===== src/sv/mlrq_pkg.sv =====
package mlrq_pkg;

    localparam int DEF_NUM_LEVELS      = 7;
    localparam int DEF_SLOTS_PER_LEVEL = 20;
    localparam int DEF_ID_BITS         = 8;

    localparam int IN_TDATA_W  = 16;
    localparam int OUT_TDATA_W = 24;

    typedef enum logic [2:0] {
        OP_PUSH      = 3'd0,
        OP_REMOVE    = 3'd1,
        OP_GET_NEXT  = 3'd2,
        OP_FIND      = 3'd3,
        OP_SET_READY = 3'd4
    } op_t;

    typedef enum logic [2:0] {
        ST_OK        = 3'd0,
        ST_FULL      = 3'd1,
        ST_NONE      = 3'd2,
        ST_WAITING   = 3'd3,
        ST_BAD_LEVEL = 3'd4
    } status_t;

    // which fields a result carries besides its status
    typedef enum logic [1:0] {
        RES_ZERO,
        RES_SLOT,
        RES_FOUND,
        RES_TAKEN
    } res_src_t;

    typedef enum logic [2:0] {
        S_IDLE,
        S_DISPATCH,
        S_PUSH,
        S_READ,
        S_CHECK,
        S_SHIFT_RD,
        S_SHIFT_WR,
        S_FINISH
    } state_t;

    typedef struct packed {
        logic     load;
        logic     mem_rd;
        logic     slot_inc;
        logic     push_wr;
        logic     clr_valid;
        logic     set_wr;
        logic     shift_wr;
        logic     hit_set;
        logic     set_res;
        status_t  res_status;
        res_src_t res_src;
        logic     load_out;
    } dp_cmd_t;

    typedef struct packed {
        op_t  op;
        logic bad_level;
        logic cur_valid;
        logic match;
        logic rd_ready;
        logic slot_last;
        logic lvl_last;
        logic hit;
        logic out_free;
    } dp_stat_t;

endpackage


===== src/sv/mlrq_datapath.sv =====
module mlrq_datapath #(
    parameter int NUM_LEVELS      = mlrq_pkg::DEF_NUM_LEVELS,
    parameter int SLOTS_PER_LEVEL = mlrq_pkg::DEF_SLOTS_PER_LEVEL,
    parameter int ID_BITS         = mlrq_pkg::DEF_ID_BITS
) (
    input  logic                               aclk,
    input  logic                               aresetn,
    input  logic [mlrq_pkg::IN_TDATA_W-1:0]    s_tdata,
    output logic                               m_tvalid,
    input  logic                               m_tready,
    output logic [mlrq_pkg::OUT_TDATA_W-1:0]   m_tdata,
    input  mlrq_pkg::dp_cmd_t                  cmd,
    output mlrq_pkg::dp_stat_t                 stat
);

    localparam int TotalSlots = NUM_LEVELS * SLOTS_PER_LEVEL;
    localparam int AW = (TotalSlots > 1) ? $clog2(TotalSlots) : 1;
    localparam int SW = $clog2(SLOTS_PER_LEVEL);
    localparam int LW = (NUM_LEVELS > 1) ? $clog2(NUM_LEVELS) : 1;
    localparam int EW = ID_BITS + 1;

    mlrq_pkg::op_t     in_op;
    logic [2:0]        in_level;
    logic [7:0]        in_id;
    logic              in_rdy;

    mlrq_pkg::op_t     op_reg;
    logic [2:0]        level_reg;
    logic [ID_BITS-1:0] id_reg;
    logic              rdy_reg;
    logic [LW-1:0]     lvl_cnt_reg;
    logic [SW-1:0]     slot_cnt_reg;
    logic              hit_reg;

    logic [TotalSlots-1:0] valid_reg;
    logic [EW-1:0]     slot_mem [TotalSlots];
    logic [EW-1:0]     rd_reg;

    logic [AW-1:0]     addr;
    logic [AW-1:0]     prev_addr;
    logic [ID_BITS-1:0] rd_task;
    logic              wr_en;
    logic [AW-1:0]     wr_addr;
    logic [EW-1:0]     wr_data;

    mlrq_pkg::status_t res_status_reg;
    logic [7:0]        res_id_reg;
    logic [2:0]        res_lvl_reg;
    logic [4:0]        res_slot_reg;

    logic              m_tvalid_reg;
    logic [mlrq_pkg::OUT_TDATA_W-1:0] m_tdata_reg;

    assign in_op    = mlrq_pkg::op_t'(s_tdata[2:0]);
    assign in_level = s_tdata[5:3];
    assign in_id    = s_tdata[13:6];
    assign in_rdy   = s_tdata[14];

    assign addr      = AW'(int'(lvl_cnt_reg) * SLOTS_PER_LEVEL + int'(slot_cnt_reg));
    assign prev_addr = addr - AW'(1);
    assign rd_task   = rd_reg[EW-1:1];

    // item registers and scan counters
    always_ff @(posedge aclk) begin
        if (cmd.load) begin
            op_reg       <= in_op;
            level_reg    <= in_level;
            id_reg       <= ID_BITS'(in_id);
            rdy_reg      <= in_rdy;
            slot_cnt_reg <= '0;
            if (in_op == mlrq_pkg::OP_PUSH || in_op == mlrq_pkg::OP_GET_NEXT) begin
                lvl_cnt_reg <= LW'(in_level);
            end else begin
                lvl_cnt_reg <= '0;
            end
        end else if (cmd.slot_inc) begin
            if (slot_cnt_reg == SW'(SLOTS_PER_LEVEL - 1)) begin
                slot_cnt_reg <= '0;
                lvl_cnt_reg  <= lvl_cnt_reg + LW'(1);
            end else begin
                slot_cnt_reg <= slot_cnt_reg + SW'(1);
            end
        end
    end

    always_ff @(posedge aclk) begin
        if (!aresetn) begin
            hit_reg <= 1'b0;
        end else if (cmd.load) begin
            hit_reg <= 1'b0;
        end else if (cmd.hit_set) begin
            hit_reg <= 1'b1;
        end
    end

    always_ff @(posedge aclk) begin
        if (!aresetn) begin
            valid_reg <= '0;
        end else begin
            if (cmd.push_wr) begin
                valid_reg[addr] <= 1'b1;
            end
            if (cmd.shift_wr) begin
                valid_reg[prev_addr] <= valid_reg[addr];
            end
            if (cmd.clr_valid) begin
                valid_reg[addr] <= 1'b0;
            end
        end
    end

    always_comb begin
        wr_en   = 1'b0;
        wr_addr = addr;
        wr_data = {id_reg, rdy_reg};
        if (cmd.push_wr) begin
            wr_en = 1'b1;
        end else if (cmd.set_wr) begin
            wr_en   = 1'b1;
            wr_data = {rd_task, rdy_reg};
        end else if (cmd.shift_wr) begin
            wr_en   = 1'b1;
            wr_addr = prev_addr;
            wr_data = rd_reg;
        end
    end

    always_ff @(posedge aclk) begin
        if (wr_en) begin
            slot_mem[wr_addr] <= wr_data;
        end
        if (cmd.mem_rd) begin
            rd_reg <= slot_mem[addr];
        end
    end

    always_ff @(posedge aclk) begin
        if (cmd.set_res) begin
            res_status_reg <= cmd.res_status;
            case (cmd.res_src)
                mlrq_pkg::RES_SLOT: begin
                    res_id_reg   <= '0;
                    res_lvl_reg  <= '0;
                    res_slot_reg <= 5'(slot_cnt_reg);
                end
                mlrq_pkg::RES_FOUND: begin
                    res_id_reg   <= 8'(rd_task);
                    res_lvl_reg  <= 3'(lvl_cnt_reg);
                    res_slot_reg <= 5'(slot_cnt_reg);
                end
                mlrq_pkg::RES_TAKEN: begin
                    res_id_reg   <= 8'(rd_task);
                    res_lvl_reg  <= '0;
                    res_slot_reg <= 5'(slot_cnt_reg);
                end
                default: begin
                    res_id_reg   <= '0;
                    res_lvl_reg  <= '0;
                    res_slot_reg <= '0;
                end
            endcase
        end
    end

    // output register: hold until the transfer completes
    always_ff @(posedge aclk) begin
        if (!aresetn) begin
            m_tvalid_reg <= 1'b0;
        end else if (cmd.load_out) begin
            m_tvalid_reg <= 1'b1;
        end else if (m_tready) begin
            m_tvalid_reg <= 1'b0;
        end
    end

    always_ff @(posedge aclk) begin
        if (cmd.load_out) begin
            m_tdata_reg <= {5'b0, res_slot_reg, res_lvl_reg, res_id_reg, res_status_reg};
        end
    end

    assign m_tvalid = m_tvalid_reg;
    assign m_tdata  = m_tdata_reg;

    assign stat.op        = op_reg;
    assign stat.bad_level = int'(level_reg) >= NUM_LEVELS;
    assign stat.cur_valid = valid_reg[addr];
    assign stat.match     = valid_reg[addr] && (rd_task == id_reg);
    assign stat.rd_ready  = rd_reg[0];
    assign stat.slot_last = slot_cnt_reg == SW'(SLOTS_PER_LEVEL - 1);
    assign stat.lvl_last  = lvl_cnt_reg == LW'(NUM_LEVELS - 1);
    assign stat.hit       = hit_reg;
    assign stat.out_free  = !m_tvalid_reg || m_tready;

endmodule


===== src/sv/mlrq_ctrl.sv =====
module mlrq_ctrl (
    input  logic                aclk,
    input  logic                aresetn,
    input  logic                s_tvalid,
    output logic                s_tready,
    input  mlrq_pkg::dp_stat_t  stat,
    output mlrq_pkg::dp_cmd_t   cmd
);

    mlrq_pkg::state_t state_reg;
    mlrq_pkg::state_t state_next;

    always_ff @(posedge aclk) begin
        if (!aresetn) begin
            state_reg <= mlrq_pkg::S_IDLE;
        end else begin
            state_reg <= state_next;
        end
    end

    always_comb begin
        state_next     = state_reg;
        cmd            = '0;
        cmd.res_status = mlrq_pkg::ST_NONE;
        cmd.res_src    = mlrq_pkg::RES_ZERO;
        s_tready       = 1'b0;

        unique case (state_reg)
            mlrq_pkg::S_IDLE: begin
                s_tready = 1'b1;
                if (s_tvalid) begin
                    cmd.load   = 1'b1;
                    state_next = mlrq_pkg::S_DISPATCH;
                end
            end

            mlrq_pkg::S_DISPATCH: begin
                unique case (stat.op) inside
                    mlrq_pkg::OP_PUSH, mlrq_pkg::OP_GET_NEXT: begin
                        if (stat.bad_level) begin
                            cmd.set_res    = 1'b1;
                            cmd.res_status = mlrq_pkg::ST_BAD_LEVEL;
                            state_next     = mlrq_pkg::S_FINISH;
                        end else if (stat.op == mlrq_pkg::OP_PUSH) begin
                            state_next = mlrq_pkg::S_PUSH;
                        end else begin
                            state_next = mlrq_pkg::S_READ;
                        end
                    end
                    mlrq_pkg::OP_REMOVE, mlrq_pkg::OP_FIND, mlrq_pkg::OP_SET_READY: begin
                        state_next = mlrq_pkg::S_READ;
                    end
                    default: begin
                        cmd.set_res = 1'b1;
                        state_next  = mlrq_pkg::S_FINISH;
                    end
                endcase
            end

            // valid bits sit in flops, so push needs no memory read
            mlrq_pkg::S_PUSH: begin
                if (!stat.cur_valid) begin
                    cmd.push_wr    = 1'b1;
                    cmd.set_res    = 1'b1;
                    cmd.res_status = mlrq_pkg::ST_OK;
                    cmd.res_src    = mlrq_pkg::RES_SLOT;
                    state_next     = mlrq_pkg::S_FINISH;
                end else if (stat.slot_last) begin
                    cmd.set_res    = 1'b1;
                    cmd.res_status = mlrq_pkg::ST_FULL;
                    state_next     = mlrq_pkg::S_FINISH;
                end else begin
                    cmd.slot_inc = 1'b1;
                end
            end

            mlrq_pkg::S_READ: begin
                cmd.mem_rd = 1'b1;
                state_next = mlrq_pkg::S_CHECK;
            end

            mlrq_pkg::S_CHECK: begin
                case (stat.op) inside
                    mlrq_pkg::OP_REMOVE, mlrq_pkg::OP_SET_READY: begin
                        if (stat.match) begin
                            cmd.hit_set = 1'b1;
                            if (stat.op == mlrq_pkg::OP_REMOVE) begin
                                cmd.clr_valid = 1'b1;
                            end else begin
                                cmd.set_wr = 1'b1;
                            end
                        end
                        if (stat.slot_last && stat.lvl_last) begin
                            cmd.set_res    = 1'b1;
                            cmd.res_status = (stat.hit || stat.match) ?
                                             mlrq_pkg::ST_OK : mlrq_pkg::ST_NONE;
                            state_next     = mlrq_pkg::S_FINISH;
                        end else begin
                            cmd.slot_inc = 1'b1;
                            state_next   = mlrq_pkg::S_READ;
                        end
                    end
                    mlrq_pkg::OP_FIND: begin
                        if (stat.match) begin
                            cmd.set_res    = 1'b1;
                            cmd.res_status = mlrq_pkg::ST_OK;
                            cmd.res_src    = mlrq_pkg::RES_FOUND;
                            state_next     = mlrq_pkg::S_FINISH;
                        end else if (stat.slot_last && stat.lvl_last) begin
                            cmd.set_res = 1'b1;
                            state_next  = mlrq_pkg::S_FINISH;
                        end else begin
                            cmd.slot_inc = 1'b1;
                            state_next   = mlrq_pkg::S_READ;
                        end
                    end
                    mlrq_pkg::OP_GET_NEXT: begin
                        if (!stat.cur_valid) begin
                            cmd.set_res = 1'b1;
                            state_next  = mlrq_pkg::S_FINISH;
                        end else if (stat.rd_ready) begin
                            cmd.set_res    = 1'b1;
                            cmd.res_status = mlrq_pkg::ST_OK;
                            cmd.res_src    = mlrq_pkg::RES_TAKEN;
                            if (stat.slot_last) begin
                                cmd.clr_valid = 1'b1;
                                state_next    = mlrq_pkg::S_FINISH;
                            end else begin
                                cmd.slot_inc = 1'b1;
                                state_next   = mlrq_pkg::S_SHIFT_RD;
                            end
                        end else if (stat.slot_last) begin
                            cmd.set_res    = 1'b1;
                            cmd.res_status = mlrq_pkg::ST_WAITING;
                            state_next     = mlrq_pkg::S_FINISH;
                        end else begin
                            cmd.slot_inc = 1'b1;
                            state_next   = mlrq_pkg::S_READ;
                        end
                    end
                    default: begin
                        state_next = mlrq_pkg::S_FINISH;
                    end
                endcase
            end

            // move each later slot down by one; clear the last slot at the end
            mlrq_pkg::S_SHIFT_RD: begin
                cmd.mem_rd = 1'b1;
                state_next = mlrq_pkg::S_SHIFT_WR;
            end

            mlrq_pkg::S_SHIFT_WR: begin
                cmd.shift_wr = 1'b1;
                if (stat.slot_last) begin
                    cmd.clr_valid = 1'b1;
                    state_next    = mlrq_pkg::S_FINISH;
                end else begin
                    cmd.slot_inc = 1'b1;
                    state_next   = mlrq_pkg::S_SHIFT_RD;
                end
            end

            mlrq_pkg::S_FINISH: begin
                if (stat.out_free) begin
                    cmd.load_out = 1'b1;
                    state_next   = mlrq_pkg::S_IDLE;
                end
            end

            default: begin
                state_next = mlrq_pkg::S_IDLE;
            end
        endcase
    end

endmodule


===== src/sv/multilevel_ready_queue.sv =====
// Channel   Direction  Ports                          tdata fields (lowest bit up)
// s_        in         s_tvalid s_tready s_tdata[15:0] cmd[2:0] level[5:3]
//                                                     task_id[13:6] ready_flag[14]
// m_        out        m_tvalid m_tready m_tdata[23:0] status[2:0] out_id[10:3]
//                                                     out_level[13:11] out_slot[18:14]
//
// One command at a time. Each slot visited takes a memory read (S_READ) and then
// a compare (S_CHECK) on the slot memory; push tests the flop valid bits slot by
// slot in S_PUSH. Remove and set_ready visit all NUM_LEVELS*SLOTS_PER_LEVEL slots.
// Get_next, on a take, moves each later slot down with a read (S_SHIFT_RD) and then
// a write (S_SHIFT_WR).
// Reset empties every slot at once; no clearing pass. A result waiting on
// m_tready holds the block in its last step but not the next input transfer.
module multilevel_ready_queue #(
    parameter int NUM_LEVELS      = mlrq_pkg::DEF_NUM_LEVELS,
    parameter int SLOTS_PER_LEVEL = mlrq_pkg::DEF_SLOTS_PER_LEVEL,
    parameter int ID_BITS         = mlrq_pkg::DEF_ID_BITS
) (
    input  logic                             aclk,
    input  logic                             aresetn,
    input  logic                             s_tvalid,
    output logic                             s_tready,
    // cmd, level, task_id, ready_flag
    input  logic [mlrq_pkg::IN_TDATA_W-1:0]  s_tdata,
    output logic                             m_tvalid,
    input  logic                             m_tready,
    // status, out_id, out_level, out_slot
    output logic [mlrq_pkg::OUT_TDATA_W-1:0] m_tdata
);

    mlrq_pkg::dp_cmd_t  cmd;
    mlrq_pkg::dp_stat_t stat;

    mlrq_ctrl u_ctrl (
        .aclk     (aclk),
        .aresetn  (aresetn),
        .s_tvalid (s_tvalid),
        .s_tready (s_tready),
        .stat     (stat),
        .cmd      (cmd)
    );

    mlrq_datapath #(
        .NUM_LEVELS      (NUM_LEVELS),
        .SLOTS_PER_LEVEL (SLOTS_PER_LEVEL),
        .ID_BITS         (ID_BITS)
    ) u_datapath (
        .aclk     (aclk),
        .aresetn  (aresetn),
        .s_tdata  (s_tdata),
        .m_tvalid (m_tvalid),
        .m_tready (m_tready),
        .m_tdata  (m_tdata),
        .cmd      (cmd),
        .stat     (stat)
    );

endmodule


===== config.mk =====
export PLATFORM = sky130hd
export DESIGN_NAME = multilevel_ready_queue
export DESIGN_NICKNAME = d
export VERILOG_FILES = /design/src/sv/mlrq_pkg.sv /design/src/sv/mlrq_datapath.sv /design/src/sv/mlrq_ctrl.sv /design/src/sv/multilevel_ready_queue.sv
export SDC_FILE = /design/constraint.sdc
export NUM_CORES = 2
export LEC_CHECK = 0
export ABC_AREA = 1
export BUFFER_PORTS_ARGS = -buffer_cell sky130_fd_sc_hd__buf_4
export CORE_MARGIN = 2
export CORE_UTILIZATION = 45
export CTS_CLUSTER_DIAMETER = 50
export DETAILED_ROUTE_END_ITERATION = 7
export HOLD_SLACK_MARGIN = 0.02
export SYNTH_ARGS = -nofsm -noshare
export SYNTH_HDL_FRONTEND = slang
export SYNTH_SLANG_ARGS = --single-unit

===== constraint.sdc =====
create_clock -name aclk -period 10.9 [get_ports aclk]
set_clock_uncertainty 0.2 [all_clocks]
set_input_delay 2.18 -clock aclk [delete_from_list [all_inputs] [get_ports aclk]]
set_output_delay 2.18 -clock aclk [all_outputs]
set_load 0.005 [all_outputs]

==> tab_implementation.tex <==
\begin{tabular}{lr}
\hline
Metric & Value \\
\hline
\multicolumn{2}{l}{\textbf{Run status}} \\
\quad Status & complete, no violations \\
\multicolumn{2}{l}{\textbf{Worst setup path}} \\
\quad Category of the most critical setup path & flop to flop \\
\quad Critical Path Source Type & flop \\
\quad Endpoint of the most critical register-to-register path & u\_datapath.slot\_mem[5][4]\$\_DFFE\_PP\_ \\
\quad WP data arrival & 7.73 ns \\
\quad Capturing element type of the critical path & flop \\
\quad Worst-path maximum fanout & 43 \\
\quad Reg-to-reg critical path startpoint & u\_datapath.lvl\_cnt\_reg[0]\$\_DFFE\_PP\_ \\
\quad Worst r2r path cells & 16 \\
\quad Register-to-Register Setup Slack & 3.37 ns \\
\quad Endpoint required time on the critical path & 11.10 ns \\
\multicolumn{2}{l}{\textbf{Detailed routing}} \\
\quad Vias/cell & 6.00 \\
\quad Number of design-rule violations left by the first detailed-router iteration & 6150 \\
\quad Count of unresolved DRC violations after routing & 0 \\
\quad Number of nets with antenna violations after routing & 0 \\
\quad Drt first pass iters & 7 \\
\quad Routed vias & 45400 \\
\quad Sum of routed wire length over all layers & 185000 um \\
\quad Average detailed-routed wire length per instance & 24.4 um \\
\multicolumn{2}{l}{\textbf{Floorplan}} \\
\quad Die outline area & 142000 um\^{}2 \\
\quad Area inside the core boundary & 138000 um\^{}2 \\
\quad I/O pin count & 46 \\
\quad Starting density of the core & 45.5\% \\
\quad Placement row count & 136 \\
\quad Die Y-Extent & 377 um \\
\quad Horiz. Die Dim & 377 um \\
\multicolumn{2}{l}{\textbf{Cells and area}} \\
\quad Layout area overhead & 10.9\% \\
\quad Cell Count, Final, Fillers Out & 7565 \\
\quad Flip-flop count of the largest register, all copies and words added & 1260 \\
\quad Filler Cells Inserted & 12200 \\
\quad Number of antenna repair diodes & 0 \\
\quad Fraction of layout instances using a drive strength above 1 & 6.88\% \\
\quad Nets & 5675 \\
\multicolumn{2}{l}{\textbf{STA}} \\
\quad Max-slew violation total from the final report & 0 \\
\quad Sum of negative setup slack & 0 ns \\
\quad Worst max-slew margin expressed relative to the limit & 14.3\% \\
\quad Worst-margin pin slew & 1.29 ns \\
\quad Max frequency & 133 MHz \\
\quad Clock period minus final worst setup slack & 7.53 ns \\
\quad Unrepaired setup endpoints after global routing & no \\
\quad Period utilization & 69.0\% \\
\quad Endpoints failing setup & 0 \\
\quad Count of final hold-check violations & 0 \\
\multicolumn{2}{l}{\textbf{CTS}} \\
\quad Root Buffer Master & sky130\_fd\_sc\_hd\_\_clkbuf\_16 \\
\quad TritonCTS clock tree & done \\
\quad Clock latency of the later-clocked register in the worst-skew pair & 0.79 ns \\
\quad H-tree lvl count & 4 \\
\quad CTS clock-pin slew for the worst setup and hold paths & 0.06 ns \\
\quad CTS resizes & 0 \\
\quad \# clock sinks & 1475 \\
\quad Hold Buf Count CTS & 0 \\
\quad Worst-case clock buffer depth & 3 \\
\quad Count of buffers added by post-CTS timing repair for setup & 0 \\
\quad Inserted Clock Buffers & 165 \\
\multicolumn{2}{l}{\textbf{Yosys}} \\
\quad Async set-or-reset flop fraction in the synthesized netlist & 0\% \\
\quad Post-synthesis register bit count & 1475 \\
\quad Yosys warning total & 0 \\
\quad Cell type with the largest total area after synthesis & sky130\_fd\_sc\_hd\_\_edfxtp\_1 \\
\quad Share of the yosys chip area belonging to registers & 68.3\% \\
\quad Flip-flop cell with the highest count after synthesis & sky130\_fd\_sc\_hd\_\_edfxtp\_1 \\
\quad Area contributors post-synth & sky130\_fd\_sc\_hd\_\_edfxtp\_1 64\%, sky130\_fd\_sc\_hd\_\_nor2\_1 6.3\%, sky130\_fd\_sc\_hd\_\_o21ai\_0 6.3\% \\
\quad Post-synth top area share & 63.5\% \\
\quad Synth unique cells & 46 \\
\quad Cell area after synthesis & 62700 um\^{}2 \\
\quad Gate Count Post-Synth & 5754 \\
\quad Average instance area after synthesis & 10.9 um\^{}2 \\
\quad EDFF count, synth & 1325 \\
\multicolumn{2}{l}{\textbf{Placement}} \\
\quad Count of buffers from port buffering & 39 \\
\quad Post-detailed-placement half-perimeter wirelength & 106000 um \\
\quad Instance count after placement with tap cells included & 7266 \\
\quad Last weighted congestion value of the routability-driven placer & 0.898 \\
\multicolumn{2}{l}{\textbf{Power and ir drop}} \\
\quad PwrDens & 266 nW/um\^{}2 \\
\quad Peak supply drop & 444 uV \\
\quad Comb pwr share & 34.2\% \\
\quad Internal power & 11.1 mW \\
\quad Switching share of total power & 40.2\% \\
\quad Power share of the clock group & 29.2\% \\
\quad Static Leak & 22.7 nW \\
\quad Register share of total power & 36.6\% \\
\quad Net switching power & 7.44 mW \\
\multicolumn{2}{l}{\textbf{Run}} \\
\quad Number of maximum-capacitance violations & 0 \\
\multicolumn{2}{l}{\textbf{Worst hold path}} \\
\quad Kind of path behind the tightest hold check & flop to flop \\
\quad Hold path cells & 0 \\
\quad Worst hold start & u\_datapath.res\_status\_reg[2]\$\_DFFE\_PP\_ \\
\quad Sink of the worst hold path & u\_datapath.m\_tdata[2]\$\_DFFE\_PP\_ \\
\multicolumn{2}{l}{\textbf{GRT}} \\
\quad Antenna violations before repair & 2 \\
\quad Via count of the first global-routing pass & 41900 \\
\quad Pin count of the biggest net entering global routing & 180 \\
\quad Overall Global Routing Usage & 25.4\% \\
\quad GR Overflow Total & 0 \\
\quad First-pass GRT wire length & 271000 um \\
\hline
\end{tabular}
-- worst max path at each step --
| stage | startpoint | end | depth (start not counted) |
|---|---|---|---|
| after global placement | u_datapath.lvl_cnt_reg[0]$_DFFE_PP_ | u_datapath.slot_mem[118][1]$_DFFE_PP_ | 16 |
| final | u_datapath.lvl_cnt_reg[0]$_DFFE_PP_ | u_datapath.slot_mem[5][4]$_DFFE_PP_ | 16 |
| after detailed placement | u_datapath.lvl_cnt_reg[0]$_DFFE_PP_ | u_datapath.slot_mem[118][1]$_DFFE_PP_ | 16 |
| after floorplan | u_ctrl.state_reg[2]$_SDFFE_PN0P_ | u_datapath.slot_mem[0][0]$_DFFE_PP_ | 7 |
| after global routing | u_datapath.lvl_cnt_reg[0]$_DFFE_PP_ | u_datapath.slot_mem[116][5]$_DFFE_PP_ | 16 |
| after CTS | u_datapath.lvl_cnt_reg[0]$_DFFE_PP_ | u_datapath.slot_mem[118][8]$_DFFE_PP_ | 16 |
-- power by group through the flow --
stage / clock, mW / combinational [mW] / sequential, mW
CTS: 5.46 / 6.15 / 6.76
global placement: 0 / 6.10 / 6.88
floorplan: 0 / 3.63 / 7.00
finish: 5.40 / 6.33 / 6.76
detailed placement: 0 / 6.13 / 6.88
global route: 5.68 / 6.63 / 6.78
-- final cells by class --
| type | instances | area (um^2) | area share, % |
|---|---|---|---|
| sequential | 1475 | 42800 | 61.6 |
| multi-input combinational | 3680 | 17500 | 25.2 |
| clock buffer | 215 | 4450 | 6.41 |
| tap | 1794 | 2240 | 3.23 |
| timing repair buffer | 117 | 916 | 1.32 |
| clock inverter | 84 | 791 | 1.14 |
| inverter | 200 | 769 | 1.11 |
-- worst max-delay path, cell delays in order (launching register included) --
cell and delay [ns]:
sky130_fd_sc_hd__edfxtp_1 0.48, sky130_fd_sc_hd__ha_1 0.26, sky130_fd_sc_hd__fa_1 0.98, sky130_fd_sc_hd__nand2_1 0.36, sky130_fd_sc_hd__clkinv_2 0.60, sky130_fd_sc_hd__nand2_1 0.13, sky130_fd_sc_hd__nand2_1 0.10, sky130_fd_sc_hd__o21ai_1 0.06
sky130_fd_sc_hd__nand2_1 0.09, sky130_fd_sc_hd__nor2_1 0.04, sky130_fd_sc_hd__nand2_1 0.11, sky130_fd_sc_hd__nand3_4 0.18, sky130_fd_sc_hd__nor2_4 0.87, sky130_fd_sc_hd__inv_1 0.20, sky130_fd_sc_hd__nand3_2 0.61, sky130_fd_sc_hd__nand2_1 0.81
sky130_fd_sc_hd__nor2_1 1.00
-- synthesized netlist by cell type (11+ instances only) --
| library cell | n |
|---|---|
| sky130_fd_sc_hd__a21oi_1 | 314 |
| sky130_fd_sc_hd__a221oi_1 | 23 |
| sky130_fd_sc_hd__a22o_1 | 28 |
| sky130_fd_sc_hd__a41oi_1 | 16 |
| sky130_fd_sc_hd__buf_1 | 19 |
| sky130_fd_sc_hd__buf_2 | 78 |
| sky130_fd_sc_hd__buf_4 | 33 |
| sky130_fd_sc_hd__clkbuf_1 | 272 |
| sky130_fd_sc_hd__clkinv_1 | 15 |
| sky130_fd_sc_hd__dfxtp_1 | 150 |
| sky130_fd_sc_hd__edfxtp_1 | 1325 |
| sky130_fd_sc_hd__ha_1 | 15 |
| sky130_fd_sc_hd__inv_1 | 168 |
| sky130_fd_sc_hd__inv_2 | 17 |
| sky130_fd_sc_hd__nand2_1 | 603 |
| sky130_fd_sc_hd__nand3_1 | 409 |
| sky130_fd_sc_hd__nand4_1 | 38 |
| sky130_fd_sc_hd__nor2_1 | 1057 |
| sky130_fd_sc_hd__o21ai_0 | 787 |
| sky130_fd_sc_hd__o22ai_1 | 314 |
| sky130_fd_sc_hd__xnor2_1 | 11 |
-- per-stage QoR --
stage                     instance area, um^2  utilization (%)  setup slack [ns]  total power [mW]  hold WS (ns)
after global routing                    69500             50.4              2.97              19.1         0.220
after global placement                  64200             46.6              3.35              13.0         0.200
after detailed placement                64200             46.6              3.37              13.0         0.205
after floorplan                         62700                -              2.65              10.6         0.200
final                                   69500             50.4              3.37              18.5         0.214
after CTS                               69500             50.4              3.32              18.4         0.213
-- kinds of logic (layout without fill, tap and decap cells) --
kind of cell	count (synthesis)	after routing	share of synthesized area, %
AO/OA/AOI/OAI	1507	1507	13.2
XOR/XNOR	17	17	0.274
adder cells (fa/ha/maj)	16	16	0.332
buffers and inverters	603	616	3.98
flip-flops	1475	1475	68.3
other	1	5	0.00599
AND/OR/NAND/NOR	2135	2135	14.0
-- layout by cell type, fill, tap and decap left out, drive strengths merged --
cell      netlist  routed
a41oi          16      16
nand3         412     412
dfxtp         150     150
o31ai           1       1
nor3            8       8
xnor2          13      13
fa              1       1
nand4          38      38
clkbuf        272     215
clkinv         15      71
nor4            2       2
o21a            2       2
buf           131     117
a21oi         314     314
o221ai          1       1
clkinvlp        0      10
nand2         608     608
o22ai         314     314
nor2         1065    1065
a22o           28      28
a221oi         23      23
a211oi          3       3
ha             15      15
inv           185     192
o21ai         791     791
o2111ai         2       2
conb            1       5
bufinv          0      11
edfxtp       1325    1325
nand3b          2       2
a21boi          1       1
o211ai          9       9
xor2            4       4
a22oi           2       2
-- layer usage --
metal	part of all wire [%]	global-route usage [%]
met5	0.0070	0
met4	3.7	9.56
met3	9.3	4.91
met2	45	39.0
met1	42	36.0
Note: power is estimated with default switching activity, not from simulation.
